`src/rtl/core/rbm_pkg.sv`:
```
// ----------------------------------------------------------------------------
// rbm_pkg
// Shared types and constants for the ROM bank mapper with bit-reverse flag.
// ----------------------------------------------------------------------------
package rbm_pkg;

  localparam int RAM_BYTES   = 8192;
  localparam int RAM_AW      = $clog2(RAM_BYTES);
  localparam int ADDR_W      = 16;
  localparam int DATA_W      = 8;
  localparam int ROM_AW      = 21;
  localparam int PAGE_W      = 7;   // largest page is 2*63+1
  localparam int PAGE_OFS_W  = 13;  // 8KB page
  localparam int SLOTS       = 4;
  localparam int SLOT_W      = 2;

  localparam logic             FUNC_READ   = 1'b0;
  localparam logic             FUNC_WRITE  = 1'b1;

  localparam logic [ADDR_W-1:0] ADDR_SLOT0   = 16'h4000;
  localparam logic [ADDR_W-1:0] ADDR_SLOT1   = 16'h6000;
  localparam logic [ADDR_W-1:0] ADDR_SLOT2   = 16'h8000;
  localparam logic [ADDR_W-1:0] ADDR_SLOT3   = 16'hA000;
  localparam logic [ADDR_W-1:0] ADDR_BANKED  = 16'h4000;
  localparam logic [ADDR_W-1:0] ADDR_RAM     = 16'hC000;
  localparam logic [ADDR_W-1:0] ADDR_PAIR_LO = 16'hFFFE;
  localparam logic [ADDR_W-1:0] ADDR_PAIR_HI = 16'hFFFF;
  localparam logic [DATA_W-1:0] PAGE_MASK    = 8'h3F;
  localparam int                REV_BIT      = 6;

  // Decode of one access, carried from the bank block to the output stage
  typedef struct packed {
    logic              from_rom;
    logic [ROM_AW-1:0] rom_address;
    logic              reverse_rom;
    logic              ram_read;
    logic              ram_write;
    logic [RAM_AW-1:0] ram_addr;
  } rbm_map_t;

  typedef logic [PAGE_W-1:0] rbm_page_t;

endpackage

```
`src/rtl/core/rbm_banks.sv`:
```
// ----------------------------------------------------------------------------
// rbm_banks
// Bank page registers, reverse flags and address decode of one access.
// ----------------------------------------------------------------------------
module rbm_banks import rbm_pkg::*; (
  input  logic              clk,
  input  logic              rst,
  input  logic              accept,
  input  logic              func,
  input  logic [ADDR_W-1:0] address,
  input  logic [DATA_W-1:0] write_data,
  output rbm_map_t          map,
  output rbm_page_t         number_next [SLOTS]
);

  rbm_page_t offset      [SLOTS];
  rbm_page_t number      [SLOTS];
  rbm_page_t offset_next [SLOTS];
  logic      rev         [2];
  logic      rev_next    [2];

  logic [PAGE_W-2:0] sel;
  logic [SLOT_W-1:0] slot;
  logic              is_wr;

  assign sel   = write_data[PAGE_W-2:0];
  assign is_wr = accept && (func == FUNC_WRITE);

  // Next page state after this access
  always_comb begin
    for (int i = 0; i < SLOTS; i++) begin
      offset_next[i] = offset[i];
      number_next[i] = number[i];
    end
    rev_next[0] = rev[0];
    rev_next[1] = rev[1];
    if (is_wr) begin
      case (address)
        ADDR_SLOT0: begin
          offset_next[0] = {1'b0, sel};
          number_next[0] = {1'b0, sel};
        end
        ADDR_SLOT1: begin
          offset_next[1] = {1'b0, sel};
          number_next[1] = {1'b0, sel};
        end
        ADDR_SLOT2: begin
          offset_next[2] = {1'b0, sel};
          number_next[2] = {1'b0, sel};
        end
        ADDR_SLOT3: begin
          offset_next[3] = {1'b0, sel};
          number_next[3] = {1'b0, sel};
        end
        ADDR_PAIR_LO: begin
          offset_next[0] = {sel, 1'b0};
          number_next[0] = {sel, 1'b0};
          offset_next[1] = {sel, 1'b1};
          number_next[1] = {sel, 1'b1};
          rev_next[0]    = write_data[REV_BIT];
        end
        ADDR_PAIR_HI: begin
          offset_next[2] = {sel, 1'b0};
          number_next[2] = {sel, 1'b0};
          offset_next[3] = {sel, 1'b1};
          number_next[3] = {sel, 1'b1};
          rev_next[1]    = write_data[REV_BIT];
        end
        default: begin
        end
      endcase
    end
  end

  always_ff @(posedge clk) begin
    if (rst) begin
      for (int i = 0; i < SLOTS; i++) begin
        offset[i] <= PAGE_W'(2 * i);
        number[i] <= PAGE_W'(i);
      end
      rev[0] <= 1'b0;
      rev[1] <= 1'b0;
    end else begin
      for (int i = 0; i < SLOTS; i++) begin
        offset[i] <= offset_next[i];
        number[i] <= number_next[i];
      end
      rev[0] <= rev_next[0];
      rev[1] <= rev_next[1];
    end
  end

  // Slot of a banked read: address[15:13] runs 2..5
  assign slot = SLOT_W'(address[ADDR_W-1:PAGE_OFS_W] - 3'd2);

  always_comb begin
    map             = '0;
    map.ram_addr    = address[RAM_AW-1:0];
    if (func == FUNC_READ) begin
      if (address < ADDR_BANKED) begin
        map.from_rom    = 1'b1;
        map.rom_address = ROM_AW'(address);
      end else if (address < ADDR_RAM) begin
        map.from_rom    = 1'b1;
        map.rom_address = ROM_AW'({offset[slot], address[PAGE_OFS_W-1:0]});
        map.reverse_rom = rev[address[ADDR_W-1]];
      end else begin
        map.ram_read    = 1'b1;
      end
    end else begin
      map.ram_write = (address >= ADDR_RAM);
    end
  end

endmodule
```
`config.mk`:
```
export PLATFORM = sky130hd
export DESIGN_NAME = rbm_banks
export DESIGN_NICKNAME = d
export VERILOG_FILES = /design/src/rtl/core/rbm_pkg.sv /design/src/rtl/core/rbm_banks.sv
export SDC_FILE = /design/constraint.sdc
export NUM_CORES = 1
export LEC_CHECK = 0
export BUFFER_PORTS_ARGS = -buffer_cell sky130_fd_sc_hd__buf_2
export CAP_MARGIN = 15
export CORE_ASPECT_RATIO = 1.75
export CORE_MARGIN = 2
export CORE_UTILIZATION = 48
export DETAILED_ROUTE_END_ITERATION = 7
export PLACE_DENSITY = 0.77
export SLEW_MARGIN = 20
export SYNTH_ARGS = -nofsm -noshare
export SYNTH_HDL_FRONTEND = slang
export SYNTH_SLANG_ARGS = --single-unit
```
`constraint.sdc`:
```
create_clock -name clk -period 2.25 [get_ports clk]
set_input_delay 0.1125 -clock clk [delete_from_list [all_inputs] [get_ports clk]]
set_output_delay 0.1125 -clock clk [all_outputs]
set_load 0.05 [all_outputs]
```
==> summary.md, run 1 <==
| Metric | Value |
|---|---|
| Port buffer count | 91 |
| Initial Util | approximately half |
| Leak Pwr | 1.78 nW |
| Slew headroom | 52.2% |
| Combinational share of power | roughly an eighth |
| R2r startpoint | number[3][5] |
| CP bufs+invs | 3 |
| Placed Instances | ~540 |
| FF-to-FF setup slack | 1530 ps |
| Post-CTS setup buffer count | 0 |
| Area share of the largest cell type after synthesis | 25.4% |
| Number of synthesized flops with an enable pin | 30 |
| Critical Path Source Type | input pin |
| CTS tree | built |
| WL final | approximately 10 mm |
| Num rows | between 40 and 50 |
| Worst slack, placed | 65.2 ps |
| R2r worst-path depth | 2 |
| Core box area | between 7000 and 8000 sq um |
| Yosys warnings | 0 |
| Fillcell total | approximately 610 |
| Crit path cell chain | buf_2 -> or4_1 -> or2_2 -> o22ai_1 -> buf_4 -> o21ai_0 -> buf_2 |
| Total count of hold-check failures in the final report | 0 |
| Worst IR drop on VDD | 623 uV |
| Final period utilization | approximately 95% |
| Wirelength per Cell | about 18 microns |
| Antenna cells | 0 |
| Worst-Margin Slew | around 720 ps |
| Vias in the first global route | 3286 |
| # setup viols final | 0 |
| Synthesized area | ~3500 sq um |
| Post-Syn Instances | around 380 |
| RePlAce Congestion | roughly 0.94 |
| Minimum clock period | 2140 ps |
| Layout cells sized above 1 | 36.1% |
| Die width | 69.0 microns |
| # hold bufs at CTS | 0 |
| Die height | between 100 and 150 microns |
| CTS max path bufs | 2 |
| RR Endpoint | number[3][5] |
| Cell taking the most area after synthesis | edfxtp_1 |
| Wire length on met3 | between 500 and 600 microns |
| Fin nets | just under 500 |
| H-tree Lvls | 3 |
| First-pass GRT wire length | roughly 16 mm |
| Clock sink total | 58 |
| Crit path capture type | output port |
| Final worst setup slack | roughly 110 ps |
| Synth-to-layout area growth | 25.4% |
| Hold path startpoint | write_data[6] |
| Critical-path top delay cell | or4_1 |
| DRT met1 WL | between 3 and 4 mm |
| DR pass1 iterations | 6 |
| Worst-path clk slew | around 50 ps |
| Total die area | approximately 8000 sq um |
| Residual DRC | 0 |
| Status | finished, final reports clean |
| FMAX | 467 MHz |
| Largest cells by area after synthesis | edfxtp_1 (25%), dfxtp_1 (16%), nand3_1 (7.9%), o221ai_2 (6.8%), mux2i_1 (5.6%) |
| Clk pwr share | between 50 and 60% |
| Top FF cell, synth | edfxtp_1 |
| DR iter-0 viols | about 170 |
| Detail Placement HPWL | ~7.4 mm |
| HP Class | in -> reg |
| Clk_skew | 0 ps |
| Via count | around 3400 |
| WS Path Type | in -> out |
| DRT antenna net count | 0 |
| CTS Root Cell | clkbuf_16 |
| CP delay by family, top | simple AND/OR/NAND/NOR gates |
| Tot Pwr | slightly above 3 mW |
| FFs w/ async S/R, synth | 0% |
| Hold Path Depth | 2 |
| Syn Nets | 403 |
| Post-synth cell types | 47 |
| GRT Util Overall | about a quarter |
| Number of max-cap violations | 0 |
| Flop pwr share | 37.5% |
| Non-Filler Instances | 551 |
| I/O pin cnt | 94 |
| CTS buffer count | 9 |
| Register area share after synthesis | approximately two fifths |
| Final Max Tran Viols | 0 |
| Clock Latency Late Sink | 320 ps |
| WL met2 | ~5.3 mm |
| Vias per cell | 6.19 |
| RSZ-0062 raised after global routing | no |
| Initial antenna violation count | 0 |
| Uppermost layer routed | met4 |
| Arr. time, crit path | slightly above 2000 ps |
| CP max stage delay | roughly 600 ps |
| P_int | about 2.3 mW |
| Post-synthesis register bit count | a little under 60 |
| Crit Path Max Fanout | 12 |
| Total negative slack | 0 ps |
| Pwr dens | 687 nW/um^2 |
| Hold Path Sink | rev[0] |
| GR Overflow Total | 0 |
| Required time of the critical path | 2140 ps |
| Crit path top cell by count | buf_2 |
| Synthesized area per cell | 9.45 sq um |
| Sw Pwr | between 0.7 and 0.8 mW |
| Switch share | 24.5% |
| Pin count of the biggest net entering global routing | 29 |
-- synth_stat cells (3+ instances only) --
| cell type | instances |
|---|---|
| a21oi_1 | 6 |
| a22oi_1 | 6 |
| a31oi_1 | 18 |
| and2_1 | 13 |
| buf_2 | 7 |
| buf_4 | 15 |
| buf_6 | 3 |
| clkbuf_1 | 20 |
| clkbuf_2 | 3 |
| dfxtp_1 | 28 |
| edfxtp_1 | 30 |
| inv_1 | 9 |
| mux2i_1 | 20 |
| nand2_1 | 14 |
| nand3_1 | 56 |
| nand4_1 | 6 |
| nor2_1 | 22 |
| nor3_1 | 23 |
| o21ai_0 | 7 |
| o221ai_1 | 5 |
| o221ai_2 | 16 |
| o22a_1 | 5 |
| o22ai_1 | 4 |
| or2_2 | 3 |
-- timing repair --
| action | CTS | global route |
|---|---|---|
| endpoints found under the hold margin | 0 | 0 |
| setup endpoints to repair | 0 | 2 |
| gates resized for setup | 0 | 1 |
-- logic make-up after synthesis --
kind of cell / count (synthesis) / share of synthesized area (%)
mux: 20 / 5.65
buf+inv: 59 / 8.82
flops: 58 / 41.2
other cells: 1 / 0.106
simple gates: 156 / 24.3
compound gates: 81 / 19.9
-- routing by layer --
layer | global-route usage [%] | vias up
li1 | - | 1599
met1 | 30.1 | 1606
met2 | 43.0 | 162
met3 | 5.07 | 46
met4 | 15.1 | 0
met5 | 0 | -
-- state kept, by name, indices dropped and copies added (netlist names) --
name / count
number: 28
rev: 2
offset: 28
-- worst max path at each step --
stage	from	endpoint	slack, ps	cells past startpoint
floorplan	address[14]	number_next[20]	130	5
global placement	address[2]	number_next[13]	80	7
detailed placement	address[2]	number_next[13]	70	7
CTS	address[2]	number_next[13]	40	7
global route	address[2]	number_next[20]	10	7
finish	address[2]	number_next[20]	110	7
-- cell type report --
class                           instances  area [sq um]  share of cell area [%]
Tap cell                               86           108                    2.42
Multi-Input combinational cell        258          1790                    40.2
Timing Repair Buffer                  125           723                    16.3
Clock inverter                          6           106                    2.39
Inverter                                9          33.8                   0.760
Sequential cell                        58          1460                    32.9
Clock buffer                            9           225                    5.07
-- metrics by stage --
stage,hold WS (ps),util [%],cell area [sq um]
6_report,203,61.9,4450
5_1_grt,198,61.9,4450
4_1_cts,202,61.8,4440
3_5_place_dp,467,57.2,4110
3_3_place_gp,446,57.2,4110
2_1_floorplan,392,-,3560
-- placed cells by master (no fill, tap or decap), types with 3 or more instances in the layout --
master / instances
buf_2: 91
nand3_1: 56
buf_4: 33
edfxtp_1: 30
dfxtp_1: 28
nor3_1: 23
nor2_1: 22
mux2i_1: 20
a31oi_1: 18
o221ai_2: 16
nand2_1: 14
and2_1: 13
inv_1: 9
clkbuf_16: 9
a22oi_1: 6
a21oi_1: 6
nand4_1: 6
o22a_1: 5
o221ai_1: 5
o22ai_1: 4
o21ai_1: 4
or2_2: 3
o21ai_0: 3
bufinv_16: 3
-- power by group through the flow --
stage          combinational (mW)  clock, mW  sequential [mW]
5_1_grt                     0.395       1.60             1.15
6_report                    0.373       1.53             1.15
4_1_cts                     0.373       1.54             1.15
2_1_floorplan               0.278          0             1.16
3_5_place_dp                0.371          0             1.17
3_3_place_gp                0.366          0             1.16
Power figures use the tool's default switching activity.
==> inputs of run 2 (changes only) <==
Clock period 2.25 ns to 1.76 ns, I/O delays scaled along.
==> run 2 against run 1 <==
  * The run now ends with setup timing left
  * Critical path depth stayed put
  * Power increased by 39%
  * Utilization grew 21 points
  * Via count up 19%
  * First-iteration DRC count increased to 2.7 times the previous value
  * Combinational power grew 51%
  * Die area stayed put
  * Wire length grew 46%
  * Setup slack lost 210 ps
  * Clock-buffer cell count grew 1
  * Register-to-register slack worse by 740 ps
  * Critical path type unchanged
  * Largest cell class unchanged
==> summary.md, run 2 (synthesis results as in run 1) <==
| Metric | Value |
|---|---|
| Status | finished, violations left |
| Failing checks | setup timing |
| Detail Placement HPWL | 8.49 mm (+15%) |
| # hold bufs at CTS | 0 (unchanged) |
| WL final | 14.8 mm (+46%) |
| Area of the multi-input gates | 2490 sq um (+39%) |
| R2r startpoint | number[0][3] |
| CTS buffer count | 9 (unchanged) |
| Combinational share of power | 13.3% (+1.1 points) |
| Hold path startpoint | rst |
| Layout cells sized above 1 | 54.3% (+18 points) |
| Antenna cells | 0 (unchanged) |
| Worst-path clk slew | 50 ps (about the same) |
| Leak Pwr | 2.38 nW (+33%) |
| Clock Latency Late Sink | 340 ps (+20 ps) |
| Sw Pwr | 1.07 mW (+42%) |
| Storage cell area | 1460 sq um (unchanged) |
| WS Path Type | in -> out |
| Wirelength per Cell | 24.3 microns (+32%) |
| FMAX | ~540 MHz |
| Flop pwr share | 34.5% (-3.0 points) |
| Die width | 69.0 microns (unchanged) |
| Hold Path Sink | number[1][0] |
| Port buffer count | 91 (unchanged) |
| Initial Util | 49.4% (unchanged) |
| Critical Path Source Type | input pin |
| Fillcell total | 370 (-39%) |
| Vias in the first global route | 3833 (+17%) |
| DR iter-0 viols | 449 (+170%) |
| HP Class | in -> reg |
| CTS tree | built |
| Total negative slack | -1410 ps (-1410 ps) |
| R2r worst-path depth | 4 (+2) |
| Num rows | 41 (unchanged) |
| FF-to-FF setup slack | 790 ps (-740 ps) |
| Leading cell type in the layout, fill and taps excluded | buf_4 |
| Residual DRC | 0 (unchanged) |
| Synth-to-layout area growth | 68.6% |
| P_int | 3.19 mW (+38%) |
| Number of max-cap violations | 0 (unchanged) |
| Fin nets | 548 (+12%) |
| Die height | 118 microns (unchanged) |
| Vias per cell | 6.67 (+7.7%) |
| Required time of the critical path | 1670 ps (-470 ps) |
| Via count | 4076 (+19%) |
| Clk pwr share | 52.3% (+2.1 points) |
| Switch share | 25.1% (+0.52 points) |
| RSZ-0062 raised after global routing | yes |
| GR Overflow Total | 0 (unchanged) |
| Worst-Margin Slew | 674 ps (-43.7 ps) |
| Tot Pwr | 4.25 mW (+39%) |
| First-pass GRT wire length | 19.7 mm (+23%) |
| Worst IR drop on VDD | 1100 uV (+76%) |
| DRT antenna net count | 0 (unchanged) |
| Arr. time, crit path | 1770 ps (-260 ps) |
| RR Endpoint | number[0][3] |
| Pwr dens | 712 nW/um^2 (+3.7%) |
| Core box area | 7180 sq um (unchanged) |
| Final worst setup slack | -103 ps (-212 ps) |
| Largest regs | number (28), offset (28), rev (2) |
| Crit path capture type | output port |
| CTS max path bufs | 2 (unchanged) |
| Minimum clock period | 1860 ps |
| Crit Path Max Fanout | 12 (unchanged) |
| Clock sink total | 58 (unchanged) |
| Commonest non-fill, non-tap cells in the layout | buf_4 (82), buf_2 (58), edfxtp_1 (30) |
| Final Max Tran Viols | 0 (unchanged) |
| Clk_skew | 0 ps (unchanged) |
| H-tree Lvls | 3 (unchanged) |
| Slew headroom | 54.4% (+2.3 points) |
| RePlAce Congestion | 0.892 (-4.6%) |
| Final period utilization | 106% |
| CTS Root Cell | clkbuf_16 |
| Pin count of the biggest net entering global routing | 24 (-17%) |
| Total count of hold-check failures in the final report | 0 (unchanged) |
| DR pass1 iterations | 5 (-1) |
| # setup viols final | 24 (+24) |
| Initial antenna violation count | 0 (unchanged) |
| Total die area | 8120 sq um (unchanged) |
| Hold Path Depth | 3 (+1) |
| GRT Util Overall | 33.0% (+6.9 points) |
| I/O pin cnt | 94 (unchanged) |
## run 2: changes by cell type in the layout (fill, tap and decap cells not counted), moves of 5 or more
cell	delta
o221ai_4	+17
buf_2	-33
buf_6	+25
o221ai_1	-5
nand3_2	+14
nand3_1	-30
buf_12	+12
buf_4	+49
nand3_4	+16
o221ai_2	-12
## run 2: what timing repair did
action	in CTS	in global routing
cloned	2	0
gates resized for setup	77	33
setup endpoints to repair	28	29
pin swaps	7	10
setup buffers	5	17
## run 2: worst max path at each step
stage	startpoint	end	slack, ps	cells after the start
after detailed placement	address[2]	number_next[7]	-240	7
after global placement	address[2]	number_next[20]	-220	7
after floorplan	address[13]	map[29]	-270	4
after global routing	address[2]	number_next[12]	-140	7
final	address[2]	number_next[13]	-100	7
after CTS	address[2]	number_next[27]	-100	7
## run 2: per-layer routing
| metal | wire, microns | up-vias | GRT usage, % |
|---|---|---|---|
| li1 | - | 1732 | - |
| met1 | 4870 | 1942 | 35.4 |
| met2 | 7850 | 309 | 56.1 |
| met3 | 1180 | 93 | 6.31 |
| met4 | 934 | 0 | 21.1 |
| met5 | 0 | - | 0 |
## run 2: cell type report
cell class              count  area share (%)
multi-input cells         260            41.6
repair buffers            182            25.2
flip-flops and latches     58            24.5
clock buffers              10            4.00
clock inverters             6            2.30
well taps                  86            1.80
inverters                   9           0.565
## run 2: power groups by stage
| stage | clock network (mW) | registers [mW] | logic (mW) |
|---|---|---|---|
| after floorplan | 0 | 1.49 | 0.367 |
| after global placement | 0 | 1.49 | 0.515 |
| after detailed placement | 0 | 1.49 | 0.524 |
| after CTS | 2.21 | 1.47 | 0.537 |
| after global routing | 2.26 | 1.47 | 0.586 |
| final | 2.22 | 1.47 | 0.565 |
## run 2: per-stage QoR
step | worst slack (ps) | hold slack [ps] | cells | cell area [sq um] | utilization (%)
floorplan | -269 | 343 | 375 | 4060 | -
global placement | -216 | 433 | 571 | 4940 | 68.9
detailed placement | -241 | 453 | 571 | 4940 | 68.9
CTS | -96.5 | 103 | 594 | 5700 | 79.4
global route | -135 | 185 | 611 | 5980 | 83.2
finish | -103 | 176 | 611 | 5980 | 83.2
## run 2: worst max-delay path: stages
cell and delay, ps:
buf_6 100, or4_4 560, or3_4 370, buf_12 180
o22ai_4 240, o21ai_4 70, buf_6 150
==> inputs of run 3 (changes only) <==
Settings changed: ABC_AREA set to 1, REMOVE_ABC_BUFFERS set to 1.
==> run 3 against run 2 <==
  * The run now ends clean
  * Global-route usage is 8.9 points lower
  * Critical path depth increased by 2
  * First-iteration DRC count decreased by 71%
  * Sequential share of layout area up 9.6 points
  * Setup slack better by 260 ps
  * Sequential power hardly changed
  * Wire length is 40% lower
  * Die area is 3.4% lower
  * Clock-buffer cell count increased by 5
  * Combinational power shrank 17%
  * Clock power shrank 23%
==> summary.md, run 3 <==
| Metric | Value |
|---|---|
| Status | finished, final reports clean |
| WL final | 8.87 mm (-40%) |
| Via count | 3397 (-17%) |
| Area share of the largest cell type after synthesis | 26.4% (+0.94 points) |
| Clk_skew | 0 ps (unchanged) |
| Pwr dens | 851 nW/um^2 (+20%) |
| # setup viols final | 0 (-100%) |
| DRT antenna net count | 0 (unchanged) |
| Initial antenna violation count | 0 (unchanged) |
| Fin area | 4290 sq um (-28%) |
| CP max stage delay | 250 ps (-310 ps) |
| Die height | 116 microns (-1.7%) |
| Combinational share of power | 12.8% (-0.5 points) |
| Placed Instances | 646 (+13%) |
| CTS tree | built |
| Antenna cells | 0 (unchanged) |
| Required time of the critical path | 1670 ps (about the same) |
| Port buffer count | 91 (unchanged) |
| Pin count of the biggest net entering global routing | 29 (+21%) |
| Number of synthesized flops with an enable pin | 30 (unchanged) |
| GR Overflow Total | 0 (unchanged) |
| Flop pwr share | 40.1% (+5.6 points) |
| Core box area | 6910 sq um (-3.8%) |
| Clock sink total | 58 (unchanged) |
| Total count of hold-check failures in the final report | 0 (unchanged) |
| Register area share after synthesis | 42.8% (+1.5 points) |
| I/O pin cnt | 94 (unchanged) |
| Area after DPL | 3960 sq um (-20%) |
| CP delay by family, top | buffers and inverters |
| Clock Latency Late Sink | 320 ps (-20 ps) |
| Critical Path Stages | 9 (+2) |
| Sw Pwr | 0.940 mW (-12%) |
| Minimum clock period | 1610 ps (-256 ps) |
| Num rows | 40 (-2.4%) |
| Leak Pwr | 2.15 nW (-9.5%) |
| Hold Path Depth | 3 (unchanged) |
| Number of max-cap violations | 0 (unchanged) |
| DR pass1 iterations | 4 (-1) |
| CTS buffer count | 9 (unchanged) |
| Die width | 67.8 microns (-1.7%) |
| Post-Syn Instances | 484 (+29%) |
| HP Class | in -> reg |
| Synthesized area | 3420 sq um (-3.6%) |
| DR iter-0 viols | 132 (-71%) |
| Synth-to-layout area growth | 25.6% |
| Arr. time, crit path | 1520 ps (-250 ps) |
| Commonest non-fill, non-tap cells in the layout | nand2_1 (113), nor2_1 (102), buf_2 (91) |
| Critical-path top delay cell | buf_2 |
| Residual DRC | 0 (unchanged) |
| CP bufs+invs | 5 (+2) |
| FMAX | 622 MHz (+16%) |
| Final Max Tran Viols | 0 (unchanged) |
| Hold_ws | 156 ps (-19.7 ps) |
| WS Path Type | in -> out |
| Wirelength per Cell | 13.4 microns (-45%) |
| Met3 GRT Util | 4.56% (-1.7 points) |
| Detail Placement HPWL | 6.88 mm (-19%) |
| CTS max path bufs | 2 (unchanged) |
| # hold bufs at CTS | 0 (unchanged) |
| Worst-path clk slew | 50 ps (about the same) |
| Final period utilization | 91.3% (-15 points) |
| First-pass GRT wire length | 14.3 mm (-27%) |
| Yosys warnings | 0 (unchanged) |
| Tot Pwr | 3.66 mW (-14%) |
| Vias in the first global route | 3183 (-17%) |
| CTS Root Cell | clkbuf_16 |
| Post-synth cell types | 28 (-40%) |
| Largest cells by area after synthesis | edfxtp_1 (26%), dfxtp_1 (16%), nand2_1 (13%), nor2_1 (11%), nand3_1 (7.5%) |
| GRT Util Overall | 24.1% (-8.9 points) |
| Total die area | 7840 sq um (-3.4%) |
| Cell taking the most area after synthesis | edfxtp_1 |
| H-tree Lvls | 3 (unchanged) |
| Critical Path Source Type | input pin |
| FFs w/ async S/R, synth | 0% (unchanged) |
| Leading cell type in the layout, fill and taps excluded | nand2_1 |
| Synthesized area per cell | 7.06 sq um (-25%) |
| Post-synthesis register bit count | 58 (unchanged) |
| Grt met1 use | 27.3% (-8.1 points) |
| Worst IR drop on VDD | 601 uV (-45%) |
| Count leader, synth | nand2_1 |
| Crit Path Max Fanout | 14 (+2) |
| P_int | 2.72 mW (-15%) |
| Layout cells sized above 1 | 27.8% (-27 points) |
| Commonest cells post-synth | nand2_1 (114), nor2_1 (102), nand3_1 (51) |
| R2r worst-path depth | 3 (-1) |
| Top FF cell, synth | edfxtp_1 |
| Switch share | 25.7% (+0.64 points) |
| RePlAce Congestion | 0.899 (+0.83%) |
| Crit path cell chain | buf_2 -> nand2_1 -> inv_2 -> buf_4 -> nand2_2 -> buf_4 -> nand3_1 -> nand2_1 -> buf_2 |
| Grt met2 use | 43.5% (-13 points) |
| Vias per cell | 5.12 (-23%) |
| Largest regs | number (28), offset (28), rev (2) |
| FF-to-FF setup slack | 1050 ps (+260 ps) |
| Initial Util | 49.5% (+0.14 points) |
| RSZ-0062 raised after global routing | no |
| Clk pwr share | 47.1% (-5.2 points) |
| Fin nets | 603 (+10%) |
| Most Crowded Layer GR | met2 |
| Crit path capture type | output port |
| Non-Filler Instances | 664 (+8.7%) |
[run 3: final cells by class]
type,count,area [sq um]
Fill cell,618,2610
Multi-Input combinational cell,351,1600
Sequential cell,58,1460
Timing Repair Buffer,117,679
Clock buffer,15,299
Inverter,38,143
Tap cell,84,105
Clock inverter,1,5.00
[run 3: metrics by stage]
step | setup TNS, ps | setup slack (ps) | utilization, %
finish | 0 | 153 | 62.2
global route | 0 | 28.0 | 62.2
CTS | 0 | 106 | 61.7
detailed placement | 0 | 113 | 57.3
global placement | 0 | 136 | 57.3
floorplan | -6510 | -203 | -
[run 3: per-layer routing]
metal | wire length (microns) | part of all wire, %
met3 | 410 | 4.6
met1 | 3400 | 38
met5 | 0 | 0
met2 | 4830 | 54
met4 | 226 | 2.5
[run 3: repair_timing]
action / in CTS / in global routing
setup buffers: 0 / 2
endpoints found under the setup margin: 0 / 8
gates resized for setup: 0 / 2
[run 3: tightest hold or removal path, cell delays in order]
cell and delay, ps:
buf_2 100, nand3_1 70, nor2_1 50
[run 3: logic make-up (layout without fill, tap and decap cells)]
family	Yosys count	in the layout	synth area share [%]
simple gates	297	297	38.4
compound gates	53	53	8.27
flops	58	58	42.8
other cells	1	1	0.110
buf+inv	75	171	10.5
[run 3: power by group through the flow]
stage / combinational (mW) / clock [mW] / sequential [mW]
floorplan: 0.235 / 0 / 1.49
global placement: 0.461 / 0 / 1.49
detailed placement: 0.466 / 0 / 1.49
CTS: 0.467 / 1.71 / 1.47
global route: 0.503 / 1.78 / 1.47
finish: 0.467 / 1.72 / 1.47
[run 3: final timing paths]
check	startpoint	endpoint
max	func	number_next[3]
max reg2reg	number[1][0]	number[1][0]
min	write_data[6]	rev[1]
min reg2reg	number[3][1]	number[3][1]
